===== src/asg_pkg.sv =====
`timescale 1ns / 1ps
// ----------------------------------------------------------------------------
// asg_pkg
// Shared widths, phase codes, queue and step records, and the block span helper
// of the allreduce schedule generator.
// ----------------------------------------------------------------------------
package asg_pkg;

   localparam int GS_W          = 11;
   localparam int RANK_W        = 10;
   localparam int CNT_W         = 31;
   localparam int PHASE_W       = 3;
   localparam int POF_W         = 11;
   localparam int LOG_W         = 4;
   localparam int REM_W         = 10;
   localparam int IDX_W         = 12;
   localparam int PROD_W        = IDX_W + CNT_W;
   localparam int MAX_PROCS_DEF = 1024;
   localparam int QUEUE_DEPTH   = 2;

   typedef enum logic [PHASE_W-1:0] {
      PHASE_PRE  = 3'd0,
      PHASE_RS   = 3'd1,
      PHASE_AG   = 3'd2,
      PHASE_POST = 3'd3,
      PHASE_DONE = 3'd4
   } phase_type;

   typedef struct packed {
      logic              bad;
      logic              fold_even;
      logic              fold_odd;
      logic              reduce;
      logic [RANK_W-1:0] rank;
      logic [RANK_W-1:0] nr;
      logic [REM_W-1:0]  rem;
      logic [POF_W-1:0]  pof2;
      logic [CNT_W-1:0]  q;
      logic [REM_W-1:0]  r;
   } job_type;

   typedef struct packed {
      phase_type         phase;
      logic [RANK_W-1:0] peer;
      logic [IDX_W-1:0]  send_blk;
      logic [IDX_W-1:0]  send_len;
      logic              send_tail;
      logic [IDX_W-1:0]  recv_blk;
      logic [IDX_W-1:0]  recv_len;
      logic              recv_tail;
      logic              recv_to_temp;
      logic              do_reduce;
      logic              status;
      logic              last;
      logic [CNT_W-1:0]  q;
      logic [REM_W-1:0]  r;
   } step_type;

   typedef struct packed {
      logic [IDX_W-1:0] len;
      logic             tail;
   } span_type;

   // Blocks in [a, b), b clipped to pof2; tail set when the last block is included.
   function automatic span_type span_of(input logic [IDX_W-1:0] a,
                                        input logic [IDX_W-1:0] b,
                                        input logic [POF_W-1:0] pof2);
      logic [IDX_W-1:0] p;
      logic [IDX_W-1:0] bc;
      span_type         s;
      p      = IDX_W'(pof2);
      bc     = (b > p) ? p : b;
      s.len  = (bc > a) ? bc - a : '0;
      s.tail = (bc > a) && (bc == p);
      return s;
   endfunction

endpackage


===== src/asg_front.sv =====
`timescale 1ns / 1ps
// ----------------------------------------------------------------------------
// asg_front
// Request intake: validates the group, derives pof2, fold role, folded rank,
// block size and remainder, and pushes the classified request to the queue.
// ----------------------------------------------------------------------------
module asg_front
   import asg_pkg::*;
#(
   parameter int MAX_PROCS = MAX_PROCS_DEF
) (
   input  logic              req_valid,
   output logic              req_stall,
   input  logic [GS_W-1:0]   req_group_size,
   input  logic [RANK_W-1:0] req_my_rank,
   input  logic [CNT_W-1:0]  req_elem_count,
   input  logic              req_reduce_enable,
   input  logic              queue_full,
   output logic              push,
   output job_type           push_job
);

   logic [LOG_W-1:0] lg;
   logic [POF_W-1:0] pof2;
   logic [REM_W-1:0] rem;
   logic             in_fold;

   assign req_stall = queue_full;
   assign push      = req_valid && !queue_full;

   always_comb begin
      lg = '0;
      for (int i = 0; i < GS_W; i++) begin
         if (req_group_size[i]) lg = LOG_W'(i);
      end
      pof2    = POF_W'(1) << lg;
      rem     = REM_W'(req_group_size - GS_W'(pof2));
      in_fold = GS_W'(req_my_rank) < {rem, 1'b0};

      push_job.bad       = (req_group_size == '0) ||
                           (32'(req_group_size) > 32'(MAX_PROCS)) ||
                           (GS_W'(req_my_rank) >= req_group_size);
      push_job.fold_even = in_fold && !req_my_rank[0];
      push_job.fold_odd  = in_fold && req_my_rank[0];
      push_job.reduce    = req_reduce_enable;
      push_job.rank      = req_my_rank;
      push_job.nr        = in_fold ? (req_my_rank >> 1) : req_my_rank - rem;
      push_job.rem       = rem;
      push_job.pof2      = pof2;
      push_job.q         = req_elem_count >> lg;
      push_job.r         = req_elem_count[REM_W-1:0] & REM_W'(pof2 - POF_W'(1));
   end

endmodule


===== src/asg_queue.sv =====
`timescale 1ns / 1ps
// ----------------------------------------------------------------------------
// asg_queue
// Short FIFO of classified requests between intake and the step sequencer.
// ----------------------------------------------------------------------------
module asg_queue
   import asg_pkg::*;
#(
   parameter int DEPTH = QUEUE_DEPTH
) (
   input  logic    clock,
   input  logic    reset,
   input  logic    push,
   input  job_type push_job,
   output logic    full,
   output logic    job_valid,
   output job_type job,
   input  logic    pop
);

   localparam int PTR_W  = (DEPTH > 1) ? $clog2(DEPTH) : 1;
   localparam int FILL_W = $clog2(DEPTH + 1);

   job_type            mem_ff [DEPTH];
   logic [PTR_W-1:0]   wr_ptr_ff, wr_ptr_in;
   logic [PTR_W-1:0]   rd_ptr_ff, rd_ptr_in;
   logic [FILL_W-1:0]  fill_ff, fill_in;

   assign full      = fill_ff == FILL_W'(DEPTH);
   assign job_valid = fill_ff != '0;
   assign job       = mem_ff[rd_ptr_ff];

   always_comb begin
      wr_ptr_in = wr_ptr_ff;
      rd_ptr_in = rd_ptr_ff;
      fill_in   = fill_ff;
      if (push) begin
         wr_ptr_in = (wr_ptr_ff == PTR_W'(DEPTH - 1)) ? '0 : wr_ptr_ff + PTR_W'(1);
      end
      if (pop) begin
         rd_ptr_in = (rd_ptr_ff == PTR_W'(DEPTH - 1)) ? '0 : rd_ptr_ff + PTR_W'(1);
      end
      if (push && !pop) fill_in = fill_ff + FILL_W'(1);
      else if (pop && !push) fill_in = fill_ff - FILL_W'(1);
   end

   always_ff @(posedge clock) begin
      if (reset) begin
         wr_ptr_ff <= '0;
         rd_ptr_ff <= '0;
         fill_ff   <= '0;
      end else begin
         wr_ptr_ff <= wr_ptr_in;
         rd_ptr_ff <= rd_ptr_in;
         fill_ff   <= fill_in;
      end
   end

   always_ff @(posedge clock) begin
      if (push) mem_ff[wr_ptr_ff] <= push_job;
   end

endmodule


===== src/asg_back.sv =====
`timescale 1ns / 1ps
// ----------------------------------------------------------------------------
// asg_back
// Step sequencer: walks pre-exchange, reduce-scatter, allgather, post-exchange
// and done for one request, in block units, one step per cycle when unstalled.
// ----------------------------------------------------------------------------
module asg_back
   import asg_pkg::*;
(
   input  logic     clock,
   input  logic     reset,
   input  logic     job_valid,
   input  job_type  job,
   output logic     pop,
   output logic     step_valid,
   output step_type step,
   input  logic     step_stall
);

   typedef enum logic [5:0] {
      ST_IDLE = 6'b000001,
      ST_PRE  = 6'b000010,
      ST_RS   = 6'b000100,
      ST_AG   = 6'b001000,
      ST_POST = 6'b010000,
      ST_DONE = 6'b100000
   } state_type;

   state_type         state_ff, state_in;
   job_type           job_ff, job_in;
   logic [POF_W-1:0]  mask_ff, mask_in;
   logic [POF_W-1:0]  half_ff, half_in;
   logic [IDX_W-1:0]  send_ff, send_in;
   logic [IDX_W-1:0]  recv_ff, recv_in;
   logic [IDX_W-1:0]  last_ff, last_in;
   logic              step_valid_ff, step_valid_in;
   step_type          step_ff, step_in;

   logic              slot_free;
   logic              emit;
   logic              bit_hi;
   logic [RANK_W-1:0] newdst;
   logic [RANK_W-1:0] peer_x;
   logic [IDX_W-1:0]  half_i;
   logic [IDX_W-1:0]  pof_i;
   logic [IDX_W-1:0]  s_idx;
   logic [IDX_W-1:0]  r_idx;
   logic [IDX_W-1:0]  l_new;
   span_type          sp_s;
   span_type          sp_r;
   step_type          step_n;

   assign slot_free  = !step_valid_ff || !step_stall;
   assign pop        = (state_ff == ST_IDLE) && job_valid;
   assign step_valid = step_valid_ff;
   assign step       = step_ff;

   always_comb begin
      state_in = state_ff;
      job_in   = job_ff;
      mask_in  = mask_ff;
      half_in  = half_ff;
      send_in  = send_ff;
      recv_in  = recv_ff;
      last_in  = last_ff;
      emit     = 1'b0;
      s_idx    = '0;
      r_idx    = '0;
      l_new    = last_ff;
      sp_s     = '0;
      sp_r     = '0;

      half_i = IDX_W'(half_ff);
      pof_i  = IDX_W'(job_ff.pof2);
      bit_hi = |(job_ff.nr & RANK_W'(mask_ff));
      newdst = job_ff.nr ^ RANK_W'(mask_ff);
      peer_x = (newdst < job_ff.rem) ? RANK_W'({newdst, 1'b1}) : newdst + job_ff.rem;

      step_n   = '0;
      step_n.q = job_ff.q;
      step_n.r = job_ff.r;

      case (state_ff)
         ST_IDLE: begin
            if (job_valid) begin
               job_in  = job;
               mask_in = POF_W'(1);
               half_in = job.pof2 >> 1;
               send_in = '0;
               recv_in = '0;
               last_in = IDX_W'(job.pof2);
               if (job.bad) state_in = ST_DONE;
               else if (job.fold_even || job.fold_odd) state_in = ST_PRE;
               else if (job.pof2 > POF_W'(1)) state_in = ST_RS;
               else state_in = ST_DONE;
            end
         end
         ST_PRE: begin
            emit         = 1'b1;
            step_n.phase = PHASE_PRE;
            if (job_ff.fold_even) begin
               step_n.peer      = job_ff.rank + RANK_W'(1);
               step_n.send_len  = pof_i;
               step_n.send_tail = 1'b1;
            end else begin
               step_n.peer         = job_ff.rank - RANK_W'(1);
               step_n.recv_len     = pof_i;
               step_n.recv_tail    = 1'b1;
               step_n.recv_to_temp = 1'b1;
               step_n.do_reduce    = job_ff.reduce;
            end
            if (slot_free) state_in = job_ff.fold_odd ? ST_RS : ST_POST;
         end
         ST_RS: begin
            emit = 1'b1;
            if (!bit_hi) begin
               s_idx = recv_ff + half_i;
               r_idx = recv_ff;
               sp_s  = span_of(s_idx, last_ff, job_ff.pof2);
               sp_r  = span_of(recv_ff, s_idx, job_ff.pof2);
            end else begin
               s_idx = send_ff;
               r_idx = send_ff + half_i;
               sp_s  = span_of(send_ff, r_idx, job_ff.pof2);
               sp_r  = span_of(r_idx, last_ff, job_ff.pof2);
            end
            step_n.phase        = PHASE_RS;
            step_n.peer         = peer_x;
            step_n.send_blk     = s_idx;
            step_n.send_len     = sp_s.len;
            step_n.send_tail    = sp_s.tail;
            step_n.recv_blk     = r_idx;
            step_n.recv_len     = sp_r.len;
            step_n.recv_tail    = sp_r.tail;
            step_n.recv_to_temp = 1'b1;
            step_n.do_reduce    = job_ff.reduce;
            if (slot_free) begin
               send_in = r_idx;
               recv_in = r_idx;
               if (half_ff == POF_W'(1)) begin
                  mask_in  = job_ff.pof2 >> 1;
                  half_in  = POF_W'(1);
                  state_in = ST_AG;
               end else begin
                  mask_in = mask_ff << 1;
                  half_in = half_ff >> 1;
                  last_in = r_idx + half_i;
               end
            end
         end
         ST_AG: begin
            emit = 1'b1;
            if (!bit_hi) begin
               l_new = (mask_ff == (job_ff.pof2 >> 1)) ? last_ff : last_ff + half_i;
               r_idx = send_ff + half_i;
               sp_s  = span_of(send_ff, r_idx, job_ff.pof2);
               sp_r  = span_of(r_idx, l_new, job_ff.pof2);
            end else begin
               r_idx = send_ff - half_i;
               sp_s  = span_of(send_ff, last_ff, job_ff.pof2);
               sp_r  = span_of(r_idx, send_ff, job_ff.pof2);
            end
            step_n.phase     = PHASE_AG;
            step_n.peer      = peer_x;
            step_n.send_blk  = send_ff;
            step_n.send_len  = sp_s.len;
            step_n.send_tail = sp_s.tail;
            step_n.recv_blk  = r_idx;
            step_n.recv_len  = sp_r.len;
            step_n.recv_tail = sp_r.tail;
            if (slot_free) begin
               if (!bit_hi) begin
                  last_in = l_new;
                  recv_in = r_idx;
               end else begin
                  send_in = r_idx;
               end
               if (mask_ff == POF_W'(1)) begin
                  state_in = job_ff.fold_odd ? ST_POST : ST_DONE;
               end else begin
                  mask_in = mask_ff >> 1;
                  half_in = half_ff << 1;
               end
            end
         end
         ST_POST: begin
            emit         = 1'b1;
            step_n.phase = PHASE_POST;
            if (job_ff.fold_odd) begin
               step_n.peer      = job_ff.rank - RANK_W'(1);
               step_n.send_len  = pof_i;
               step_n.send_tail = 1'b1;
            end else begin
               step_n.peer      = job_ff.rank + RANK_W'(1);
               step_n.recv_len  = pof_i;
               step_n.recv_tail = 1'b1;
            end
            if (slot_free) state_in = ST_DONE;
         end
         ST_DONE: begin
            emit          = 1'b1;
            step_n.phase  = PHASE_DONE;
            step_n.status = job_ff.bad;
            step_n.last   = 1'b1;
            if (slot_free) state_in = ST_IDLE;
         end
         default: begin
            state_in = ST_IDLE;
         end
      endcase

      step_valid_in = step_valid_ff;
      step_in       = step_ff;
      if (slot_free) begin
         step_valid_in = emit;
         step_in       = step_n;
      end
   end

   always_ff @(posedge clock) begin
      if (reset) begin
         state_ff      <= ST_IDLE;
         step_valid_ff <= 1'b0;
      end else begin
         state_ff      <= state_in;
         step_valid_ff <= step_valid_in;
      end
   end

   always_ff @(posedge clock) begin
      job_ff  <= job_in;
      mask_ff <= mask_in;
      half_ff <= half_in;
      send_ff <= send_in;
      recv_ff <= recv_in;
      last_ff <= last_in;
      step_ff <= step_in;
   end

endmodule


===== src/asg_emit.sv =====
`timescale 1ns / 1ps
// ----------------------------------------------------------------------------
// asg_emit
// Output stage: scales block indices and lengths to element offsets and counts
// and holds the response register.
// ----------------------------------------------------------------------------
module asg_emit
   import asg_pkg::*;
(
   input  logic              clock,
   input  logic              reset,
   input  logic              step_valid,
   input  step_type          step,
   output logic              step_stall,
   output logic              rsp_valid,
   input  logic              rsp_stall,
   output logic [PHASE_W-1:0] rsp_phase,
   output logic [RANK_W-1:0] rsp_peer,
   output logic [CNT_W-1:0]  rsp_send_offset,
   output logic [CNT_W-1:0]  rsp_send_count,
   output logic [CNT_W-1:0]  rsp_recv_offset,
   output logic [CNT_W-1:0]  rsp_recv_count,
   output logic              rsp_recv_to_temp,
   output logic              rsp_do_reduce,
   output logic              rsp_status,
   output logic              rsp_last
);

   logic               rsp_valid_ff, rsp_valid_in;
   logic [PHASE_W-1:0] phase_ff, phase_in;
   logic [RANK_W-1:0]  peer_ff, peer_in;
   logic [CNT_W-1:0]   send_offset_ff, send_offset_in;
   logic [CNT_W-1:0]   send_count_ff, send_count_in;
   logic [CNT_W-1:0]   recv_offset_ff, recv_offset_in;
   logic [CNT_W-1:0]   recv_count_ff, recv_count_in;
   logic               recv_to_temp_ff, recv_to_temp_in;
   logic               do_reduce_ff, do_reduce_in;
   logic               status_ff, status_in;
   logic               last_ff, last_in;

   logic               load;
   logic [PROD_W-1:0]  so_prod;
   logic [PROD_W-1:0]  sc_prod;
   logic [PROD_W-1:0]  ro_prod;
   logic [PROD_W-1:0]  rc_prod;
   logic [CNT_W-1:0]   r_ext;

   assign step_stall = rsp_valid_ff && rsp_stall;
   assign load       = step_valid && !step_stall;

   always_comb begin
      r_ext   = CNT_W'(step.r);
      so_prod = PROD_W'(step.send_blk) * PROD_W'(step.q);
      sc_prod = PROD_W'(step.send_len) * PROD_W'(step.q);
      ro_prod = PROD_W'(step.recv_blk) * PROD_W'(step.q);
      rc_prod = PROD_W'(step.recv_len) * PROD_W'(step.q);

      rsp_valid_in    = step_stall ? rsp_valid_ff : step_valid;
      phase_in        = phase_ff;
      peer_in         = peer_ff;
      send_offset_in  = send_offset_ff;
      send_count_in   = send_count_ff;
      recv_offset_in  = recv_offset_ff;
      recv_count_in   = recv_count_ff;
      recv_to_temp_in = recv_to_temp_ff;
      do_reduce_in    = do_reduce_ff;
      status_in       = status_ff;
      last_in         = last_ff;
      if (load) begin
         phase_in        = step.phase;
         peer_in         = step.peer;
         send_offset_in  = so_prod[CNT_W-1:0];
         send_count_in   = sc_prod[CNT_W-1:0] + (step.send_tail ? r_ext : '0);
         recv_offset_in  = ro_prod[CNT_W-1:0];
         recv_count_in   = rc_prod[CNT_W-1:0] + (step.recv_tail ? r_ext : '0);
         recv_to_temp_in = step.recv_to_temp;
         do_reduce_in    = step.do_reduce;
         status_in       = step.status;
         last_in         = step.last;
      end
   end

   always_ff @(posedge clock) begin
      if (reset) begin
         rsp_valid_ff <= 1'b0;
      end else begin
         rsp_valid_ff <= rsp_valid_in;
      end
   end

   always_ff @(posedge clock) begin
      phase_ff        <= phase_in;
      peer_ff         <= peer_in;
      send_offset_ff  <= send_offset_in;
      send_count_ff   <= send_count_in;
      recv_offset_ff  <= recv_offset_in;
      recv_count_ff   <= recv_count_in;
      recv_to_temp_ff <= recv_to_temp_in;
      do_reduce_ff    <= do_reduce_in;
      status_ff       <= status_in;
      last_ff         <= last_in;
   end

   assign rsp_valid        = rsp_valid_ff;
   assign rsp_phase        = phase_ff;
   assign rsp_peer         = peer_ff;
   assign rsp_send_offset  = send_offset_ff;
   assign rsp_send_count   = send_count_ff;
   assign rsp_recv_offset  = recv_offset_ff;
   assign rsp_recv_count   = recv_count_ff;
   assign rsp_recv_to_temp = recv_to_temp_ff;
   assign rsp_do_reduce    = do_reduce_ff;
   assign rsp_status       = status_ff;
   assign rsp_last         = last_ff;

endmodule


===== src/allreduce_schedule_generator_core.sv =====
`timescale 1ns / 1ps
// ----------------------------------------------------------------------------
// allreduce_schedule_generator_core
// Reduce-scatter plus allgather allreduce schedule generator with a
// power-of-two fold for excess ranks.
// ----------------------------------------------------------------------------
// Each request yields 2*log2(pof2) + 3 responses at most (pof2 the largest
// power of two not above group_size), down to a single done response for a
// bad request or a group of one. The step sequencer emits one response per
// cycle while the output does not stall and loads each request in its idle
// state before its first response. A request yields 21 responses at most:
// for a folded group of 513 to 1023 or for a full group of 1024. Requests
// are classified on intake and held in a two-entry queue, so up to two can
// wait while the sequencer works; responses leave through a registered stage.
// ----------------------------------------------------------------------------
module allreduce_schedule_generator_core
   import asg_pkg::*;
#(
   parameter int MAX_PROCS = MAX_PROCS_DEF
) (
   input  logic               clock,
   input  logic               reset,
   input  logic               req_valid,
   output logic               req_stall,
   input  logic [GS_W-1:0]    req_group_size,
   input  logic [RANK_W-1:0]  req_my_rank,
   input  logic [CNT_W-1:0]   req_elem_count,
   input  logic               req_reduce_enable,
   output logic               rsp_valid,
   input  logic               rsp_stall,
   output logic [PHASE_W-1:0] rsp_phase,
   output logic [RANK_W-1:0]  rsp_peer,
   output logic [CNT_W-1:0]   rsp_send_offset,
   output logic [CNT_W-1:0]   rsp_send_count,
   output logic [CNT_W-1:0]   rsp_recv_offset,
   output logic [CNT_W-1:0]   rsp_recv_count,
   output logic               rsp_recv_to_temp,
   output logic               rsp_do_reduce,
   output logic               rsp_status,
   output logic               rsp_last
);

   logic     queue_full;
   logic     push;
   job_type  push_job;
   logic     job_valid;
   job_type  job;
   logic     pop;
   logic     step_valid;
   step_type step;
   logic     step_stall;

   asg_front #(
      .MAX_PROCS (MAX_PROCS)
   ) u_front (
      .req_valid         (req_valid),
      .req_stall         (req_stall),
      .req_group_size    (req_group_size),
      .req_my_rank       (req_my_rank),
      .req_elem_count    (req_elem_count),
      .req_reduce_enable (req_reduce_enable),
      .queue_full        (queue_full),
      .push              (push),
      .push_job          (push_job)
   );

   asg_queue #(
      .DEPTH (QUEUE_DEPTH)
   ) u_queue (
      .clock     (clock),
      .reset     (reset),
      .push      (push),
      .push_job  (push_job),
      .full      (queue_full),
      .job_valid (job_valid),
      .job       (job),
      .pop       (pop)
   );

   asg_back u_back (
      .clock      (clock),
      .reset      (reset),
      .job_valid  (job_valid),
      .job        (job),
      .pop        (pop),
      .step_valid (step_valid),
      .step       (step),
      .step_stall (step_stall)
   );

   asg_emit u_emit (
      .clock            (clock),
      .reset            (reset),
      .step_valid       (step_valid),
      .step             (step),
      .step_stall       (step_stall),
      .rsp_valid        (rsp_valid),
      .rsp_stall        (rsp_stall),
      .rsp_phase        (rsp_phase),
      .rsp_peer         (rsp_peer),
      .rsp_send_offset  (rsp_send_offset),
      .rsp_send_count   (rsp_send_count),
      .rsp_recv_offset  (rsp_recv_offset),
      .rsp_recv_count   (rsp_recv_count),
      .rsp_recv_to_temp (rsp_recv_to_temp),
      .rsp_do_reduce    (rsp_do_reduce),
      .rsp_status       (rsp_status),
      .rsp_last         (rsp_last)
   );

endmodule


===== config.mk =====
export PLATFORM = sky130hd
export DESIGN_NAME = allreduce_schedule_generator_core
export DESIGN_NICKNAME = d
export VERILOG_FILES = /design/src/asg_pkg.sv /design/src/asg_front.sv /design/src/asg_queue.sv /design/src/asg_back.sv /design/src/asg_emit.sv /design/src/allreduce_schedule_generator_core.sv
export SDC_FILE = /design/constraint.sdc
export NUM_CORES = 2
export LEC_CHECK = 0
export BUFFER_PORTS_ARGS = -buffer_cell sky130_fd_sc_hd__buf_2
export CORE_MARGIN = 5
export CORE_UTILIZATION = 55
export DETAILED_ROUTE_END_ITERATION = 10
export GPL_ROUTABILITY_DRIVEN = 0
export PLACE_DENSITY = 0.72
export SETUP_SLACK_MARGIN = 0.15
export SLEW_MARGIN = 20
export SYNTH_ARGS = -nofsm -noshare
export SYNTH_HDL_FRONTEND = slang
export SYNTH_HIERARCHICAL = 1
export SYNTH_SLANG_ARGS = --single-unit

===== constraint.sdc =====
create_clock -name clock -period 23.4 [get_ports clock]
set_input_delay 1.17 -clock clock [delete_from_list [all_inputs] [get_ports clock]]
set_output_delay 1.17 -clock clock [all_outputs]
set_load 0.01 [all_outputs]

Yosys cells after proc, flatten, opt, wreduce, memory -nomap -nowiden

Memory sizes are Yosys's and may differ from the RTL's. A register that Yosys moved wholly into a read port is not among the register bits.
Index checks and enable logic that the tools add are counted.

Register bits after elaboration: 405
Memories: 1
Word-level logic and storage cells: 259
ROM bits: 0
RAM bits: 172
Bits of input ports: 57
Bits in latches: 0
Output and inout bits: 143

Memory list:

| name           | depth | width | read ports | clocked after Yosys merged registers in | write ports | RTL line        | RTL |
|---|---|---|---|---|---|---|---|
| u_queue.mem_ff | 2     | 86    | 1          | 1                                       | 1           | asg_queue.sv:24 | `job_type mem_ff [DEPTH];` |

Bitwise gates (word level): 3
Add/subtract/negate cells: 24
Reduce and logical (&&, ||, !) cells: 38
Equality and inequality tests: 27
Shift operators: 2
Div/mod/pow operators: 0
Order comparisons: 17
$mul: 4
Multiplexer cells: 98

Operators by type and width:

| kind                                                | count |
|---|---|
| two-way mux 12 bit                                  | 31 |
| multiplier 12 x 31 -> 31 bit                        | 4 |
| one-hot mux 12 bit (3 select lines)                 | 3 |
| one-hot mux 13 bit (4 select lines)                 | 2 |
| two-way mux 11 bit                                  | 9 |
| greater-than comparator 12 bit                      | 7 |
| subtractor 12 bit                                   | 7 |
| two-way mux 6 bit                                   | 12 |
| two-way mux 10 bit                                  | 7 |
| one-hot mux 11 bit (3 select lines)                 | 2 |
| adder 31 bit                                        | 2 |
| == test 12 x 11 -> 1 bit                            | 5 |
| greater-than comparator 12 x 11 -> 1 bit            | 5 |
| two-way mux 13 bit                                  | 4 |
| adder 12 x 11 -> 12 bit                             | 4 |
| one-hot mux 12 bit (2 select lines)                 | 2 |
| two-way mux 4 bit                                   | 9 |
| one-hot mux 6 bit (6 select lines)                  | 1 |
| right shift 31 x 4 -> 31 bit                        | 1 |
| one-hot mux 10 bit (3 select lines)                 | 1 |
| == test 11 x 1 -> 1 bit (second input constant)     | 2 |
| AND 10 bit                                          | 2 |
| subtractor 10 x 1 -> 10 bit (second input constant) | 2 |
| subtractor 10 bit                                   | 2 |
| 42 further kinds                                    | 87 |

Depth between registers and ports, before layout

Word-level depth: 14
Gate-level depth with buffers: 31
Mapped depth without buffers: 28

Cells and area by module

Netlist, hierarchy kept.

By module, submodules not included:

| module    | instances | area each (µm²) | cells an instance | sequential area each (µm²) |
|---|---|---|---|---|
| asg_emit  | 1         | 40925.5         | 4578              | 4254.1 |
| asg_back  | 1         | 19880.3         | 2021              | 7707.4 |
| asg_queue | 1         | 6617.6          | 290               | 5265.0 |
| asg_front | 1         | 3000.4          | 394               | 0.0 |

Worst setup path before layout

Ideal clock, no wire load.

Path kind: input-to-reg
Start: in rsp_stall
End: reg u_emit.do_reduce_ff (netlist: u_emit/rsp_do_reduce) (enable)
Stages: 2
Data required time: 22739 ps
Path slack: 15148 ps
Library setup time: 661 ps
Data arrival time: 7592 ps
Buffers on the path: 0
Cell sequence: and2_1 nor2b_1

Cells in the longest elaborated chain, start to end: 3

RTL lines:

| element              | RTL line                                | RTL |
|---|---|---|
| start, declared      | allreduce_schedule_generator_core.sv:30 | `input logic rsp_stall,` |
| logical AND 1 bit    | asg_emit.sv:48                          | `assign step_stall = rsp_valid_ff && rsp_stall;` |
| logical NOT 1 bit    | asg_emit.sv:49                          | `assign load = step_valid && !step_stall;` |
| logical AND 1 bit    | asg_emit.sv:49                          |  |
| via u_emit.load      | asg_emit.sv:41                          | `logic load;` |
| end signal, assigned | asg_emit.sv:99                          | `do_reduce_ff <= do_reduce_in;` |
| end, declared        | asg_emit.sv:37                          | `logic do_reduce_ff, do_reduce_in;` |

The timed path passes the listed nets, and every way through them passes these cells.
A chain may end at the register's enable or synchronous reset.

==> impl_metrics.csv <==
group,metric,value,unit
logic_synthesis,synth_seq_cells,578,
drt,drtIter0Drc,4963,
sta,fin_tns_setup,0,ps
critical_path,cp-end-kind,"register",
placement,dp.final_hpwl,142,mm
critical_path,critPathSlowestCell,"a21boi_2",
critical_path,r2r_slack,15720,ps
sta,hold_ws,409,ps
global_routing,grt_pass1_wl,299,mm
cells_and_area,synthToLayoutAreaGrowth,6.70,%
hold_path,hp-class,"register to register",
sta,slew-limit-headroom,0.279,
sta,fin_skew,44.3,ps
sta,timing.fmax,130,MHz
logic_synthesis,syn_area,70400,um^2
critical_path,crit_fanout,22,
clocking,cts-root-buf,"clkbuf_16",
sta,tightest_slew,1080,ps
logic_synthesis,synth_cell_type_count,114,
global_routing,antenna_found_initial,3,
hold_path,hp-start,"u_back/job_ff[8]",
die,coreArea,127000,um^2
logic_synthesis,synth_top_cell_by_area,"fa_1",
hold_path,hold_depth,0,
clocking,numCtsBuffers,71,
die,start_util,0.553,
global_routing,grt-ovfl-total,0,
critical_path,crit_type,"register to register",
die,die-area,135000,um^2
logic_synthesis,yosysWarningCount,6,
logic_synthesis,synth.area.top_cells,"fa_1 27%, edfxtp_1 24%, ha_1 8.9%",
clocking,postCtsHoldBufs,0,
placement,numPortBuffers,199,
critical_path,worstPathArrival,8120,ps
hold_path,worstHoldEndpoint,"u_back/step[8]",
clocking,cts_resized,0,
sta,setup_viol,0,
cells_and_area,mostFrequentLayoutCells,"1,328 x inv_1, 1,096 x nand2_1, 947 x fa_1, 565 x edfxtp_1, 499 x ha_1",
power,power_leakage,33.9,nW
cells_and_area,layout_commonest_cell,"inv_1",
logic_synthesis,synth_edf_count,565,
global_routing,grt_pass1_vias,54350,
sta,hold_violations,0,
die,die_y,368,um
die,num_io_pins,200,
critical_path,r2r_start,"u_back/half_ff[0]",
run,maxCapViolations,0,
power,powerDensity,126,nW/um^2
drt,vias,52753,
global_routing,grt_max_degree,74,
logic_synthesis,avgSynthCellArea,9.67,um^2
clocking,htreeDepth,3,
cells_and_area,nNetsFinal,8822,
logic_synthesis,syn-instance-count,7283,
cells_and_area,antenna_cells,0,
drt,post_drt_wl_per_cell,20.9,um
die,die_w,368,um
clocking,cts_sinks,578,
critical_path,critPathRequiredTime,23840,ps
drt,drt-total-wl,189,mm
sta,min_period,7680,ps
die,row_count,131,
logic_synthesis,synthFlopType,"edfxtp_1",
clocking,cts_tree,"built",
clocking,clk_pin_slew_worst_paths,70,ps
critical_path,r2r-end,"u_back/step[54]",
critical_path,cp-start-kind,"register",
drt,ant_nets,0,
cells_and_area,drive_gt1_frac,0.0852,
logic_synthesis,yosys.area.top_type_share,0.269,
critical_path,slowest_delay,670,ps
critical_path,r2r_cells,28,
clocking,clkLatencyLatePin,700,ps
clocking,cts_setup_buffers,0,
sta,period_share,0.328,
clocking,cts_buffer_depth,3,
global_routing,track_usage,0.281,
sta,final-max-slew-violation-count,0,
power,vdd_ir_drop_max,0.167,mV
sta,grt_setup_unrepaired,"no",
logic_synthesis,seq_area_frac_synth,0.245,
run_status,outcome,"finished, final reports clean",
drt,detail_route.drc_violations,0,
drt,drt_pass1_iterations,8,
logic_synthesis,synth_async_sr_flop_share,0,
drt,vias_per_cell,5.84,
## cell usage after synthesis (50+ instances only)
master / n
nor3_1: 77
edfxtp_1: 565
a21o_1: 86
ha_1: 499
nor2_1: 237
xor2_1: 99
inv_1: 1328
fa_1: 947
a21oi_1: 244
nand2_1: 1097
nand3_1: 58
clkbuf_1: 291
and2_1: 416
nor2b_1: 50
mux2_2: 69
o21ai_0: 177
xnor2_1: 273
## layer usage
metal,part of all wire,GRT usage,wire [um]
met1,0.39,0.366,73300
met3,0.10,0.0601,19300
met5,0.00022,0,42
met2,0.45,0.448,85800
met4,0.057,0.138,10700
## flip-flops by register name, summed over array words and instances (netlist names), 2 cells and up, named ones only
signal,flops
u_queue/mem_ff,172
u_back/step,108
u_back/job_ff,86
u_emit/rsp_recv_count,31
u_emit/rsp_recv_offset,31
u_emit/rsp_send_count,31
u_emit/rsp_send_offset,31
u_back/last_ff,12
u_back/recv_ff,12
u_back/send_ff,12
u_back/half_ff,11
u_back/mask_ff,11
u_emit/rsp_peer,10
u_back/state_ff,6
u_emit/rsp_phase,3
u_queue/fill_ff,2
## cell type report
cell class,instances,area (um^2)
fillers,10687,52200
multi-input cells,5031,46800
flip-flops and latches,578,17200
inverters,1333,5000
well taps,1662,2080
clock buffers,81,1820
repair buffers,304,1780
clock inverters,48,460
## cell families after synthesis
logic type	Yosys count	synth area share
fa+ha+maj	1447	0.358
compound gates	912	0.0859
buf+inv	1678	0.0923
xor+xnor	373	0.0465
simple gates	2135	0.141
other cells	1	0.0000532
flops	578	0.245
mux	159	0.0312
## worst max-delay path: cells and delay by family, from the launching register on
| kind | cells | cell delay (ps) |
|---|---|---|
| AO/OA/AOI/OAI | 15 | 4150 |
| adder cells (fa/ha/maj) | 5 | 1620 |
| AND/OR/NAND/NOR | 5 | 590 |
| flip-flops | 1 | 540 |
| multiplexers | 1 | 280 |
| XOR/XNOR | 1 | 190 |
| buffers and inverters | 1 | 50 |
## power breakdown
group / switching (W) / total (W) / internal [W] / leakage, nW
sequential: 0.000290 / 0.00176 / 0.00147 / 5.70
combinational: 0.00421 / 0.00664 / 0.00243 / 27.1
clock: 0.000481 / 0.00109 / 0.000607 / 1.10
total: 0.00498 / 0.00948 / 0.00451 / 33.9
## worst max path at each step
stage | from | end | slack (ps)
after floorplan | rsp_stall | u_emit/rsp_do_reduce | 15150
after global placement | u_back/half_ff[0] | u_back/step[54] | 16140
after detailed placement | u_back/half_ff[0] | u_back/step[54] | 15990
after CTS | u_back/half_ff[0] | u_back/step[54] | 15940
after global routing | u_back/half_ff[0] | u_back/step[54] | 15100
final | u_back/half_ff[0] | u_back/step[54] | 15720
## through the flow
stage	utilization	cell area, um^2	setup WS, ps	power, W	std cells
after global placement	0.572	72900	16140	0.00795	8908
after CTS	0.590	75100	15940	0.00923	9037
after floorplan	-	70400	15150	0.00620	7287
after global routing	0.590	75100	15100	0.0100	9037
after detailed placement	0.572	72900	15990	0.00808	8908
final	0.590	75100	15720	0.00948	9037
Power figures use the tool's default switching activity.
